<file path="config.mk">
export PLATFORM = sky130hd
export DESIGN_NAME = transport_beat_phase_source_top
export DESIGN_NICKNAME = d
export VERILOG_FILES = /design/src/rtl/tbps_pkg.sv /design/src/rtl/transport_beat_phase_source_top.sv /design/src/rtl/tbps_beat_rate.sv /design/src/rtl/tbps_mod_div.sv
export SDC_FILE = /design/constraint.sdc
export NUM_CORES = 2
export LEC_CHECK = 0
export ABC_AREA = 1
export BUFFER_PORTS_ARGS = -buffer_cell sky130_fd_sc_hd__buf_2
export CAP_MARGIN = 25
export CORE_MARGIN = 2
export CORE_UTILIZATION = 49
export DETAILED_ROUTE_END_ITERATION = 10
export GPL_TIMING_DRIVEN = 0
export PLACE_DENSITY = 0.67
export SYNTH_ARGS = -nofsm -noshare
export SYNTH_HDL_FRONTEND = slang
export SYNTH_SLANG_ARGS = --single-unit
</file>
<file path="constraint.sdc">
create_clock -name clk -period 28.9 [get_ports clk]
set_input_delay 5.78 -clock clk [delete_from_list [all_inputs] [get_ports clk]]
set_output_delay 5.78 -clock clk [all_outputs]
set_load 0.01 [all_outputs]
</file>
<file path="src/rtl/tbps_pkg.sv">
// Shared widths, constants and register indexes for the transport beat phase source.
package tbps_pkg;

  // Default number of fraction bits in the time format
  localparam int FRAC_BITS_DEF = 24;

  // Field widths
  localparam int ELAPSED_W = 32;
  localparam int TEMPO_W   = 26;
  localparam int BAR_W     = 24;
  localparam int TIME_W    = 64;
  localparam int PHASE_W   = 24;
  localparam int PB_W      = 23;
  localparam int PS_W      = 25;

  // Beat increment: round(fwd * tempo / (60 * 2^16)) = ((fwd * tempo + bias) >> 18) / 15
  localparam int FWD_W    = ELAPSED_W - 1;
  localparam int PROD_W   = FWD_W + TEMPO_W;
  localparam int RND_SH   = 18;
  localparam int QUO_W    = PROD_W - RND_SH;
  localparam int REM15_W  = 4;
  localparam logic [PROD_W-1:0]  RND_BIAS = PROD_W'(1966080);
  localparam logic [REM15_W:0]   BEAT_DIV = 5'd15;

  // Saturation ceiling of the free-running clocks
  localparam logic [TIME_W-1:0] TIME_MAX = {1'b0, {(TIME_W-1){1'b1}}};
  // Half a bar in Q0.24, one bit wider for the compare
  localparam logic [BAR_W:0]    HALF_BAR = 25'h0800000;

  // Configuration port
  localparam int CFG_IDX_W  = 3;
  localparam int CFG_DATA_W = 25;

  typedef enum logic [CFG_IDX_W-1:0] {
    CFG_DOMAIN    = 3'd0,
    CFG_SYNC      = 3'd1,
    CFG_LOOP      = 3'd2,
    CFG_PER_BEATS = 3'd3,
    CFG_PER_SECS  = 3'd4
  } cfg_idx_t;

  // Stream word widths, padded to whole bytes
  localparam int IN_TDATA_W  = 152;
  localparam int OUT_TDATA_W = 88;

endpackage

</file>
<file path="src/rtl/transport_beat_phase_source_top.sv">
// Top level of the transport beat phase source: registers, clocks, bar counter, result word.
//
// One input word per frame tick on in_* (tvalid/tready) carries elapsed time, tempo,
// host bar phase and host time. For each accepted word one result word leaves on out_*
// with the loop phase and the wrapped or absolute position. Registers are written on
// cfg_* (index, data), always ready, and are meant to change only while the block idles.
// A word is taken only while the block idles, so one word is worked on at a time; the
// next input word can be taken in the same cycle that the result word becomes valid.
// The bit-serial units do the work: 26 multiply steps and 39 divide-by-15 steps for the
// beat increment, 64 remainder steps and 24 phase steps in the period divider, plus
// handover states between them.
// A finished result sits in the output register; the next input word is accepted while
// it waits. If the receiver still stalls when the following result is done, that result
// is held in the divider and the input side stays not ready until the register drains.
// Reset (rst_n low, synchronous) restores the register defaults, clears the free-running
// clocks and the bar counter, and marks the bar phase unseeded: the first word after
// reset only seeds the bar phase.
module transport_beat_phase_source_top #(
  parameter int FRAC_BITS = tbps_pkg::FRAC_BITS_DEF
) (
  input  logic                             clk,
  input  logic                             rst_n,
  // in_tdata: elapsed[31:0], tempo[57:32], bar_position[81:58], host_seconds[145:82]
  input  logic                             in_tvalid,
  output logic                             in_tready,
  input  logic [tbps_pkg::IN_TDATA_W-1:0]  in_tdata,
  // out_tdata: loop_phase[23:0], position_value[87:24]
  output logic                             out_tvalid,
  input  logic                             out_tready,
  output logic [tbps_pkg::OUT_TDATA_W-1:0] out_tdata,
  input  logic                             cfg_valid,
  output logic                             cfg_ready,
  input  logic [tbps_pkg::CFG_IDX_W-1:0]   cfg_index,
  input  logic [tbps_pkg::CFG_DATA_W-1:0]  cfg_data
);
  import tbps_pkg::*;

  typedef enum logic [2:0] {ST_IDLE, ST_BEAT, ST_SEL, ST_DIV, ST_OUT} state_t;

  localparam int PER_W  = FRAC_BITS + 9;
  localparam int PER_SH = FRAC_BITS - 16;
  localparam int UP_SH  = (FRAC_BITS >= 24) ? FRAC_BITS - 24 : 0;
  localparam int DN_SH  = (FRAC_BITS >= 24) ? 0 : 24 - FRAC_BITS;
  localparam logic [PER_W-1:0] PMIN =
    PER_W'(((64'd1 << FRAC_BITS) + 64'd5000) / 64'd10000);

  // configuration registers
  logic             dom_r;
  logic             sync_r;
  logic             loop_r;
  logic [PB_W-1:0]  per_beats_r;
  logic [PS_W-1:0]  per_secs_r;

  // accumulated state
  logic [TIME_W-1:0] free_secs_r;
  logic [TIME_W-1:0] free_beats_r;
  logic [31:0]       bar_cnt_r;
  logic [BAR_W-1:0]  last_bp_r;
  logic              seeded_r;

  // captured input word
  logic [ELAPSED_W-1:0] el_r;
  logic [BAR_W-1:0]     bp_r;
  logic [TIME_W-1:0]    host_r;

  state_t                st_r;
  logic                  out_valid_r;
  logic [OUT_TDATA_W-1:0] out_data_r;
  logic [TIME_W-1:0]     t_r;

  logic                  in_acc;
  logic                  out_free;
  logic                  out_load;
  logic [FWD_W-1:0]      fwd;
  logic                  beat_done;
  logic [QUO_W-1:0]      beat_incr;
  logic                  div_start;
  logic                  div_done;
  logic [PER_W-1:0]      div_rem;
  logic [PHASE_W-1:0]    div_phase;
  logic [TIME_W-1:0]     secs_sum;
  logic [TIME_W-1:0]     beats_sum;
  logic                  bar_wrap;
  logic [TIME_W-1:0]     bar_frac;
  logic [TIME_W-1:0]     bar_t;
  logic [TIME_W-1:0]     t_sel;
  logic [PER_W-1:0]      per_raw;
  logic [PER_W-1:0]      per_sel;
  logic [OUT_TDATA_W-1:0] result;

  assign in_tready = (st_r == ST_IDLE);
  assign in_acc    = in_tvalid && in_tready;
  assign out_free  = !out_valid_r || out_tready;
  assign cfg_ready = 1'b1;

  // a finished result moves into the output register once it is free
  assign out_load = out_free && ((st_r == ST_DIV && div_done) || st_r == ST_OUT);

  // negative steps count as zero
  assign fwd = el_r[ELAPSED_W-1] ? '0 : el_r[FWD_W-1:0];

  // saturating sums; the sum cannot overflow 64 bits as the clocks stay at or below the max
  assign secs_sum  = free_secs_r + TIME_W'(fwd);
  assign beats_sum = free_beats_r + TIME_W'(beat_incr);

  // bar wraps when the phase falls by more than half a bar
  assign bar_wrap = ({1'b0, bp_r} + HALF_BAR) < {1'b0, last_bp_r};

  // locked beat time: four beats per bar, wraps modulo 2^64
  assign bar_frac = ((TIME_W'(last_bp_r) << 2) << UP_SH) >> DN_SH;
  assign bar_t    = (TIME_W'(bar_cnt_r) << (FRAC_BITS + 2)) + bar_frac;

  // time source by domain and sync mode
  always_comb begin
    case ({dom_r, sync_r})
      2'b11:   t_sel = bar_t;
      2'b10:   t_sel = free_beats_r;
      2'b01:   t_sel = host_r;
      default: t_sel = free_secs_r;
    endcase
  end

  // period in time format, floored at 1e-4
  assign per_raw = dom_r ? (PER_W'(per_beats_r) << PER_SH) : (PER_W'(per_secs_r) << PER_SH);
  assign per_sel = (per_raw < PMIN) ? PMIN : per_raw;

  assign div_start = (st_r == ST_SEL);
  assign result    = {(loop_r ? TIME_W'(div_rem) : t_r), div_phase};

  tbps_beat_rate u_beat (
    .clk     (clk),
    .rst_n   (rst_n),
    .start_i (in_acc),
    .fwd_i   (in_tdata[ELAPSED_W-2:0] & {FWD_W{~in_tdata[ELAPSED_W-1]}}),
    .tempo_i (in_tdata[ELAPSED_W +: TEMPO_W]),
    .done_o  (beat_done),
    .incr_o  (beat_incr)
  );

  tbps_mod_div #(.PER_W(PER_W)) u_div (
    .clk     (clk),
    .rst_n   (rst_n),
    .start_i (div_start),
    .t_i     (t_sel),
    .per_i   (per_sel),
    .done_o  (div_done),
    .rem_o   (div_rem),
    .phase_o (div_phase)
  );

  // configuration writes
  always_ff @(posedge clk) begin
    if (!rst_n) begin
      dom_r       <= 1'b1;
      sync_r      <= 1'b1;
      loop_r      <= 1'b1;
      per_beats_r <= PB_W'(262144);
      per_secs_r  <= PS_W'(327680);
    end else if (cfg_valid && cfg_ready) begin
      case (cfg_idx_t'(cfg_index))
        CFG_DOMAIN:    dom_r       <= cfg_data[0];
        CFG_SYNC:      sync_r      <= cfg_data[0];
        CFG_LOOP:      loop_r      <= cfg_data[0];
        CFG_PER_BEATS: per_beats_r <= cfg_data[PB_W-1:0];
        CFG_PER_SECS:  per_secs_r  <= cfg_data[PS_W-1:0];
        default:       ;
      endcase
    end
  end

  // input capture
  always_ff @(posedge clk) begin
    if (in_acc) begin
      el_r    <= in_tdata[ELAPSED_W-1:0];
      bp_r    <= in_tdata[ELAPSED_W+TEMPO_W +: BAR_W];
      host_r  <= in_tdata[ELAPSED_W+TEMPO_W+BAR_W +: TIME_W];
    end
  end

  // clocks and bar counter advance once the beat increment is known
  always_ff @(posedge clk) begin
    if (!rst_n) begin
      free_secs_r  <= '0;
      free_beats_r <= '0;
      bar_cnt_r    <= '0;
      last_bp_r    <= '0;
      seeded_r     <= 1'b0;
    end else if (st_r == ST_BEAT && beat_done) begin
      free_secs_r  <= secs_sum[TIME_W-1] ? TIME_MAX : secs_sum;
      free_beats_r <= beats_sum[TIME_W-1] ? TIME_MAX : beats_sum;
      if (seeded_r && bar_wrap) begin
        bar_cnt_r <= bar_cnt_r + 1'b1;
      end
      seeded_r  <= 1'b1;
      last_bp_r <= bp_r;
    end
  end

  // sequencer and output register
  always_ff @(posedge clk) begin
    if (!rst_n) begin
      st_r        <= ST_IDLE;
      out_valid_r <= 1'b0;
    end else begin
      if (out_load) begin
        out_data_r  <= result;
        out_valid_r <= 1'b1;
      end else if (out_valid_r && out_tready) begin
        out_valid_r <= 1'b0;
      end
      case (st_r)
        ST_IDLE: begin
          if (in_acc) begin
            st_r <= ST_BEAT;
          end
        end
        ST_BEAT: begin
          if (beat_done) begin
            st_r <= ST_SEL;
          end
        end
        ST_SEL: begin
          t_r  <= t_sel;
          st_r <= ST_DIV;
        end
        ST_DIV: begin
          if (div_done) begin
            st_r <= out_free ? ST_IDLE : ST_OUT;
          end
        end
        ST_OUT: begin
          if (out_free) begin
            st_r <= ST_IDLE;
          end
        end
        default: st_r <= ST_IDLE;
      endcase
    end
  end

  assign out_tvalid = out_valid_r;
  assign out_tdata  = out_data_r;

`ifndef SYNTH
  // the free seconds clock never runs backward
  a_secs_mono: assert property (@(posedge clk) disable iff (!rst_n)
    $past(rst_n) |-> free_secs_r >= $past(free_secs_r))
    else $error("free seconds went backward");
  // beat unit finishes only while the sequencer waits on it
  a_beat_done: assert property (@(posedge clk) disable iff (!rst_n)
    beat_done |-> st_r == ST_BEAT)
    else $error("beat increment arrived out of sequence");
  // divider finishes only while the sequencer waits on it
  a_div_done: assert property (@(posedge clk) disable iff (!rst_n)
    div_done |-> st_r == ST_DIV)
    else $error("divider result arrived out of sequence");
  // once seeded, the bar phase stays seeded until reset
  a_seeded: assert property (@(posedge clk) disable iff (!rst_n)
    $past(rst_n) && $past(seeded_r) |-> seeded_r)
    else $error("bar phase lost its seed");
`endif

endmodule

</file>
<file path="src/rtl/tbps_beat_rate.sv">
// Bit-serial multiplier and divide-by-15 unit that turns a time step and tempo into beats.
module tbps_beat_rate (
  input  logic                         clk,
  input  logic                         rst_n,
  input  logic                         start_i,
  input  logic [tbps_pkg::FWD_W-1:0]   fwd_i,
  input  logic [tbps_pkg::TEMPO_W-1:0] tempo_i,
  output logic                         done_o,
  output logic [tbps_pkg::QUO_W-1:0]   incr_o
);
  import tbps_pkg::*;

  typedef enum logic [1:0] {S_IDLE, S_MUL, S_RND, S_DIV} state_t;

  localparam int CNT_W = $clog2(QUO_W);

  state_t               st_r;
  logic [CNT_W-1:0]     cnt_r;
  logic                 done_r;
  logic [FWD_W-1:0]     fwd_r;
  logic [TEMPO_W-1:0]   tp_r;
  logic [PROD_W-1:0]    acc_r;
  logic [QUO_W-1:0]     q_r;
  logic [REM15_W-1:0]   rem_r;

  logic [PROD_W-1:0]    mul_sum;
  logic [PROD_W-1:0]    rnd_sum;
  logic [REM15_W:0]     trial;
  logic                 ge;
  logic [REM15_W-1:0]   rem_step;

  // Multiply MSB first: shift the product, add the multiplicand on a set tempo bit
  assign mul_sum = {acc_r[PROD_W-2:0], 1'b0} + (tp_r[TEMPO_W-1] ? PROD_W'(fwd_r) : '0);
  assign rnd_sum = acc_r + RND_BIAS;

  // Restoring divide by 15, one quotient bit per cycle
  assign trial    = {rem_r, q_r[QUO_W-1]};
  assign ge       = (trial >= BEAT_DIV);
  assign rem_step = ge ? REM15_W'(trial - BEAT_DIV) : trial[REM15_W-1:0];

  always_ff @(posedge clk) begin
    if (!rst_n) begin
      st_r   <= S_IDLE;
      cnt_r  <= '0;
      done_r <= 1'b0;
    end else begin
      done_r <= 1'b0;
      case (st_r)
        S_IDLE: begin
          if (start_i) begin
            fwd_r <= fwd_i;
            tp_r  <= tempo_i;
            acc_r <= '0;
            cnt_r <= '0;
            st_r  <= S_MUL;
          end
        end
        S_MUL: begin
          acc_r <= mul_sum;
          tp_r  <= {tp_r[TEMPO_W-2:0], 1'b0};
          cnt_r <= cnt_r + 1'b1;
          if (cnt_r == CNT_W'(TEMPO_W - 1)) begin
            st_r <= S_RND;
          end
        end
        S_RND: begin
          // add the half-step bias and drop the low bits
          q_r   <= rnd_sum[PROD_W-1:RND_SH];
          rem_r <= '0;
          cnt_r <= '0;
          st_r  <= S_DIV;
        end
        S_DIV: begin
          rem_r <= rem_step;
          q_r   <= {q_r[QUO_W-2:0], ge};
          cnt_r <= cnt_r + 1'b1;
          if (cnt_r == CNT_W'(QUO_W - 1)) begin
            done_r <= 1'b1;
            st_r   <= S_IDLE;
          end
        end
        default: st_r <= S_IDLE;
      endcase
    end
  end

  assign done_o = done_r;
  assign incr_o = q_r;

`ifndef SYNTH
  // partial remainder stays below the divisor
  a_rem_bound: assert property (@(posedge clk) disable iff (!rst_n)
    st_r == S_DIV |-> rem_r < BEAT_DIV[REM15_W-1:0])
    else $error("divide-by-15 remainder out of range");
  // a new job only starts on an idle unit
  a_start_idle: assert property (@(posedge clk) disable iff (!rst_n)
    start_i |-> st_r == S_IDLE)
    else $error("beat unit started while busy");
  // done follows the last quotient step
  a_done_step: assert property (@(posedge clk) disable iff (!rst_n)
    done_o |-> $past(st_r) == S_DIV)
    else $error("beat unit done without a divide");
`endif

endmodule

</file>
<file path="src/rtl/tbps_mod_div.sv">
// Bit-serial floor remainder of a signed time by the loop period, then the phase fraction.
module tbps_mod_div #(
  parameter int PER_W = 33
) (
  input  logic                         clk,
  input  logic                         rst_n,
  input  logic                         start_i,
  input  logic [tbps_pkg::TIME_W-1:0]  t_i,
  input  logic [PER_W-1:0]             per_i,
  output logic                         done_o,
  output logic [PER_W-1:0]             rem_o,
  output logic [tbps_pkg::PHASE_W-1:0] phase_o
);
  import tbps_pkg::*;

  typedef enum logic [1:0] {S_IDLE, S_MOD, S_FIX, S_FRAC} state_t;

  localparam int CNT_W = $clog2(TIME_W);

  state_t              st_r;
  logic [CNT_W-1:0]    cnt_r;
  logic                done_r;
  logic [TIME_W-1:0]   dvd_r;
  logic [PER_W-1:0]    per_r;
  logic [PER_W-1:0]    acc_r;
  logic [PER_W-1:0]    rem_r;
  logic [PHASE_W-1:0]  phase_r;
  logic                neg_r;

  logic [TIME_W-1:0]   t_mag;
  logic [PER_W:0]      trial;
  logic                ge;
  logic [PER_W-1:0]    acc_step;
  logic [PER_W-1:0]    fixed;

  // magnitude of the signed time; the most negative value maps to 2^63
  assign t_mag = t_i[TIME_W-1] ? (~t_i + 1'b1) : t_i;

  // one restoring step: dividend bits during the remainder pass, zeros for the phase
  assign trial    = {acc_r, (st_r == S_MOD) ? dvd_r[TIME_W-1] : 1'b0};
  assign ge       = (trial >= {1'b0, per_r});
  assign acc_step = ge ? PER_W'(trial - {1'b0, per_r}) : trial[PER_W-1:0];

  // floor correction for a negative time
  assign fixed = (neg_r && (acc_r != '0)) ? (per_r - acc_r) : acc_r;

  always_ff @(posedge clk) begin
    if (!rst_n) begin
      st_r   <= S_IDLE;
      cnt_r  <= '0;
      done_r <= 1'b0;
    end else begin
      done_r <= 1'b0;
      case (st_r)
        S_IDLE: begin
          if (start_i) begin
            dvd_r <= t_mag;
            neg_r <= t_i[TIME_W-1];
            per_r <= per_i;
            acc_r <= '0;
            cnt_r <= '0;
            st_r  <= S_MOD;
          end
        end
        S_MOD: begin
          acc_r <= acc_step;
          dvd_r <= {dvd_r[TIME_W-2:0], 1'b0};
          cnt_r <= cnt_r + 1'b1;
          if (cnt_r == CNT_W'(TIME_W - 1)) begin
            st_r <= S_FIX;
          end
        end
        S_FIX: begin
          acc_r <= fixed;
          rem_r <= fixed;
          cnt_r <= '0;
          st_r  <= S_FRAC;
        end
        S_FRAC: begin
          acc_r   <= acc_step;
          phase_r <= {phase_r[PHASE_W-2:0], ge};
          cnt_r   <= cnt_r + 1'b1;
          if (cnt_r == CNT_W'(PHASE_W - 1)) begin
            done_r <= 1'b1;
            st_r   <= S_IDLE;
          end
        end
        default: st_r <= S_IDLE;
      endcase
    end
  end

  assign done_o  = done_r;
  assign rem_o   = rem_r;
  assign phase_o = phase_r;

`ifndef SYNTH
  // partial remainder stays below the period in both passes
  a_acc_bound: assert property (@(posedge clk) disable iff (!rst_n)
    (st_r == S_MOD || st_r == S_FRAC) |-> acc_r < per_r)
    else $error("partial remainder not below period");
  // the corrected remainder lies in [0, period)
  a_rem_bound: assert property (@(posedge clk) disable iff (!rst_n)
    st_r == S_FRAC |-> rem_r < per_r)
    else $error("loop remainder out of range");
  // a new job only starts on an idle unit
  a_start_idle: assert property (@(posedge clk) disable iff (!rst_n)
    start_i |-> st_r == S_IDLE)
    else $error("divider started while busy");
`endif

endmodule

</file>
# Yosys cells after proc, flatten, opt, wreduce, memory -nomap -nowiden

Cells that the tools add are included.

Multiplexer cells: 44
Shift-type cells: 0
$lt $le $gt $ge: 4
Bitwise logic cells: 3
Multiply operators: 0
Equal/unequal tests: 31
Reductions and logical operators: 41
Add/sub/neg operators: 13
Divide/modulo/power cells: 0

Operators with widths:

| cell                                                                    | count |
|---|---|
| 64-bit one-hot mux with 3 select lines                                  | 1 |
| 33-bit 2-to-1 mux                                                       | 5 |
| 64-bit 2-to-1 mux                                                       | 2 |
| 64-bit one-hot mux with 2 select lines                                  | 1 |
| 63-bit 2-to-1 mux                                                       | 2 |
| 57-bit one-hot mux with 2 select lines                                  | 1 |
| 33-bit one-hot mux with 3 select lines                                  | 1 |
| 39-bit one-hot mux with 2 select lines                                  | 1 |
| 33-bit subtractor                                                       | 2 |
| 64-bit by 1-bit adder with 64-bit output (second input constant)        | 1 |
| 64-bit by 31-bit adder with 64-bit output                               | 1 |
| 64-bit by 39-bit adder with 64-bit output                               | 1 |
| 64-bit inverter                                                         | 1 |
| 31-bit 2-to-1 mux                                                       | 2 |
| 58-bit by 26-bit adder with 59-bit output                               | 1 |
| 57-bit by 21-bit adder with 57-bit output (second input constant)       | 1 |
| 57-bit adder                                                            | 1 |
| 57-bit 2-to-1 mux                                                       | 1 |
| 26-bit one-hot mux with 2 select lines                                  | 1 |
| 6-bit one-hot mux with 3 select lines                                   | 2 |
| 34-bit by 33-bit >= comparator with 1-bit output                        | 1 |
| 33-bit by 11-bit < comparator with 1-bit output (second input constant) | 1 |
| 33-bit nonzero test                                                     | 1 |
| 32-bit by 1-bit adder with 32-bit output (second input constant)        | 1 |
| other kinds (35)                                                        | 103 |

Bits in read-only memories: 0
Memories kept: 0
Bits of input ports: 185
RAM bits: 0
Output and inout bits: 91
Latch bits: 0
Logic and storage cells: 171
Flip-flop bits (word level): 875

# Longest topological paths before layout

Word-level depth: 7
Gate-level depth with buffers: 19
Mapped depth without buffers: 19

# Cells and area by module

Synthesis repeated with hierarchy kept, for this count alone.

Cells, all modules: 7,475
Area, all modules: 54,895.1 um2

Modules (own cells, without submodules):

| module                          | instances | area each (um2) | seq. area each (um2) | cells each |
|---|---|---|---|---|
| transport_beat_phase_source_top | 1         | 28,227.1        | 12,932.4             | 3,681 |
| tbps_mod_div                    | 1         | 15,703.8        | 5,825.6              | 2,273 |
| tbps_beat_rate                  | 1         | 10,964.3        | 4,894.7              | 1,521 |

# Worst setup path after synthesis

OpenSTA, ideal clock, no wires.

Path type: input-to-reg
Start: input port rst_n
End: register u_beat.acc_r[0], enable pin
Buffers on the path: 3
Data required time: 28,252 ps
Path slack: 15,587 ps
Library setup time: 648 ps
Stages on the path: 5
Arrival: 12,665 ps
Cells stage by stage: clkbuf_1 inv_1 clkbuf_1 clkbuf_1 a211oi_1

Word-level cells in the longest chain between the ends: 1

Ends and longest elaborated chain:

| element                       | RTL line                              | RTL |
|---|---|---|
| start, declared               | transport_beat_phase_source_top.sv:22 | `input logic rst_n,` |
| 3-bit AND reduction (no line) | -                                     |  |
| end signal, assigned          | tbps_beat_rate.sv:59                  | `acc_r <= mul_sum;` |
| end, declared                 | tbps_beat_rate.sv:22                  | `logic [PROD_W-1:0] acc_r;` |

Every way passes these cells.
A chain may end at the register's enable or synchronous reset.

# Worst setup path in the final report

Start: input port rst_n
End: register u_beat.fwd_r[9], enable pin

Word-level cells in the longest chain between the ends: 1

Ends and longest elaborated chain:

| element                       | RTL line             | RTL |
|---|---|---|
| 3-bit AND reduction (no line) | -                    |  |
| end signal, assigned          | tbps_beat_rate.sv:51 | `fwd_r <= fwd_i;` |
| end, declared                 | tbps_beat_rate.sv:20 | `logic [FWD_W-1:0] fwd_r;` |

Every way passes these cells.

==> results.txt <==
Post-CTS Hold Fix Bufs - 0
Crit-path slowest cell - clkbuf_1
CTS resizes - 0
Final #Nets - 7582
WP depth - 8
IO Count - 276
CTS Root Cell - clkbuf_16
Die area - 109600 um^2
Number of flops mapped to enable cells by yosys - 610
Synth unique cells - 62
Largest net degree at the start of global routing - 92
Core box area - 105700 um^2
Cell row count - 119
Post-Syn Instances - 6812
Mapped Avg Cell Area - 7.697 um^2
Initial DRC Count - 5954
Least-Margin Pin Slew - 1.205 ns
CP endpoint kind - flop
PD cells - 65.44 nW/um^2
H-tree Lvls - 3
Clock tree buffer depth - 3
Die Span Y - 331.1 um
Comb pwr share - 25.3%
Mapped Area - 52430 um^2
Fillers - 10110
Number of synthesized register bits - 866
Worst setup SP type - primary input
Final worst path period need - 8.920 ns
CP Buf/Inv Count - 7
Main synth FF type - edfxtp_1
Share of the synthesized area in the top cell type - 34.94%
Hold Crit Depth - 0
Setup TNS - 0 ns
Area grow syn2layout - 12.94%
First-pass GRT wire length - 290000 um
Max cap viols - 0
HP Class - flop to flop
Max incr delay on CP - 0.72 ns
Flop pwr share - 41.0%
Post-route ant nets - 0
Initial antenna violation count - 7
Worst Clk Skew - 0.05125 ns
Fmax - 112.1 MHz
Router iterations before antenna repair - 9
Dpl cells - 8489
Switch share - 34.56%
Initial Util - 49.60%
Tot Pwr - 3.875 mW
Rel. slew slack - 19.66%
WP data arrival - 9.34 ns
Detailed-route via count - 49710
Pre-CTS WS - 19.32 ns
Layout cells sized above 1 - 9.112%
Crit path required time - 29.32 ns
Unrepaired setup endpoints after global routing - false
CTS tree - yes
Clock-pin slew on the worst setup and hold paths - 0.06 ns
TritonCTS Sinks - 866
Yosys warnings - 0
Vias per Instance - 5.735
VDD IR max - 0.00006264 V
P_int - 2.536 mW
Leading area contributor after synthesis - edfxtp_1
Seq/Total Area, Yosys - 44.71%
Post-CTS Setup Bufs - 0
Run status - complete, no violations
CTS Buf Count - 96
Global route overflow - 0
Synth async-reset ratio - 0%
CP top delay family - buffers and inverters
PortBufs - 267
Most frequent cell after synthesis - nand2_1
List of most frequent post-synthesis cells - nand2_1 (1538), inv_1 (868), nor2_1 (839)
Clock latency on the worst-skew pair - 0.73 ns
Worst-path fanout max - 14
Final setup viols - 0
Clk network pwr share - 33.8%
Wire length per cell - 23.08 um
Fin. max-slew vios - 0
Final WL - 200000 um
Gr usage total - 35.85%
Worst Reg2Reg Path Length in Cells - 17
Vias in the first global route - 45750
Final hold violation count - 0
Die Span X - 331.1 um
Setup WS post-layout - 19.98 ns
Non-Filler Instances - 8668
Hold Slack - 0.4254 ns
Worst Setup Path Type - primary input to flop
Synth top area cells - edfxtp_1 (35%), nand2_1 (11%), dfxtp_1 (9.8%)
Sw power - 1.339 mW
DP HPWL - 162100 um
Final period util - 30.86%
Worst path cell trace - clkbuf_1 > inv_1 > clkbuf_1 > clkbuf_1 > buf_6 > nor3_2 > buf_6 > buf_6
DRC - 0
Leakage - 26.14 nW
RD Place Congestion - 1.028
Syn nets - 7198
==> stage by stage <==
step	utilization, %	cell area [um^2]
detailed placement	52.88	55900
global placement	52.51	55510
finish	56.01	59210
floorplan	-	52430
CTS	56.01	59210
global route	56.01	59210
==> sequential cells by signal, summed over array words and instances, names as in the netlist, 39 cells and up <==
register       cells
u_div.dvd_r       64
u_beat.incr_o     39
host_r            64
t_r               64
free_beats_r      63
free_secs_r       63
u_beat.acc_r      57
out_tdata         88
==> final timing paths <==
kind	start	endpoint	slack, ns
max	rst_n	u_beat.fwd_r[9]	19.98
min reg2reg	u_div.phase_o[23]	out_tdata[23]	0.43
max reg2reg	el_r[31]	free_secs_r[54]	24.74
min	u_div.phase_o[23]	out_tdata[23]	0.43
==> layout make-up <==
type                            instances  area, um^2  share of cell area (%)
Inverter                              881        3312                   5.593
Tap cell                             1391        1740                   2.939
Clock buffer                          114        2500                   4.222
Sequential cell                       866       23440                   39.59
Multi-Input combinational cell       4861       24760                   41.82
Buffer                                204       978.4                   1.652
Timing Repair Buffer                  286        1665                   2.812
Clock inverter                         64       810.8                   1.369
Antenna cell                            1       2.502                0.004226
==> routing by layer <==
metal	track usage, %	routed length [um]
met4	13.67	8338
met1	51.07	86240
met2	54.81	86660
met5	0	13
met3	5.704	18780
==> cell families after synthesis <==
family | after synthesis | share of synthesized area (%)
buffers and inverters | 1085 | 8.173
muxes | 34 | 0.7279
DFF | 866 | 44.71
AOI/OAI and AO/OA | 1088 | 11.03
xor gates and xnor gates | 155 | 2.589
and+or+nand+nor | 3382 | 27.90
other | 1 | 0.007152
adders and majority gates | 201 | 4.868
==> layout by cell type, fill, tap and decap left out, types with 56 or more instances in the layout <==
master     synthesis  final
nand2_1         1538   1538
inv_1            868    867
nor2_1           839    835
edfxtp_1         610    610
nand3_1          604    604
a21oi_1          486    486
o21ai_0          448    448
buf_2             44    311
dfxtp_1          256    256
ha_1             196    196
clkbuf_1         120    135
nand4_1          116    116
nor3_1           106    105
xor2_1            99     99
clkbuf_16          0     96
xnor2_1           56     56
==> power groups by stage <==
stage          registers (mW)  logic (mW)  clock network [mW]
2_1_floorplan            1.58       0.636                   0
3_3_place_gp             1.63       0.924                   0
3_5_place_dp             1.61       0.956                   0
4_1_cts                  1.58       0.962                1.32
5_1_grt                  1.60        1.08                1.36
6_report                 1.59       0.979                1.31
Note: power is estimated with default switching activity, not from simulation.
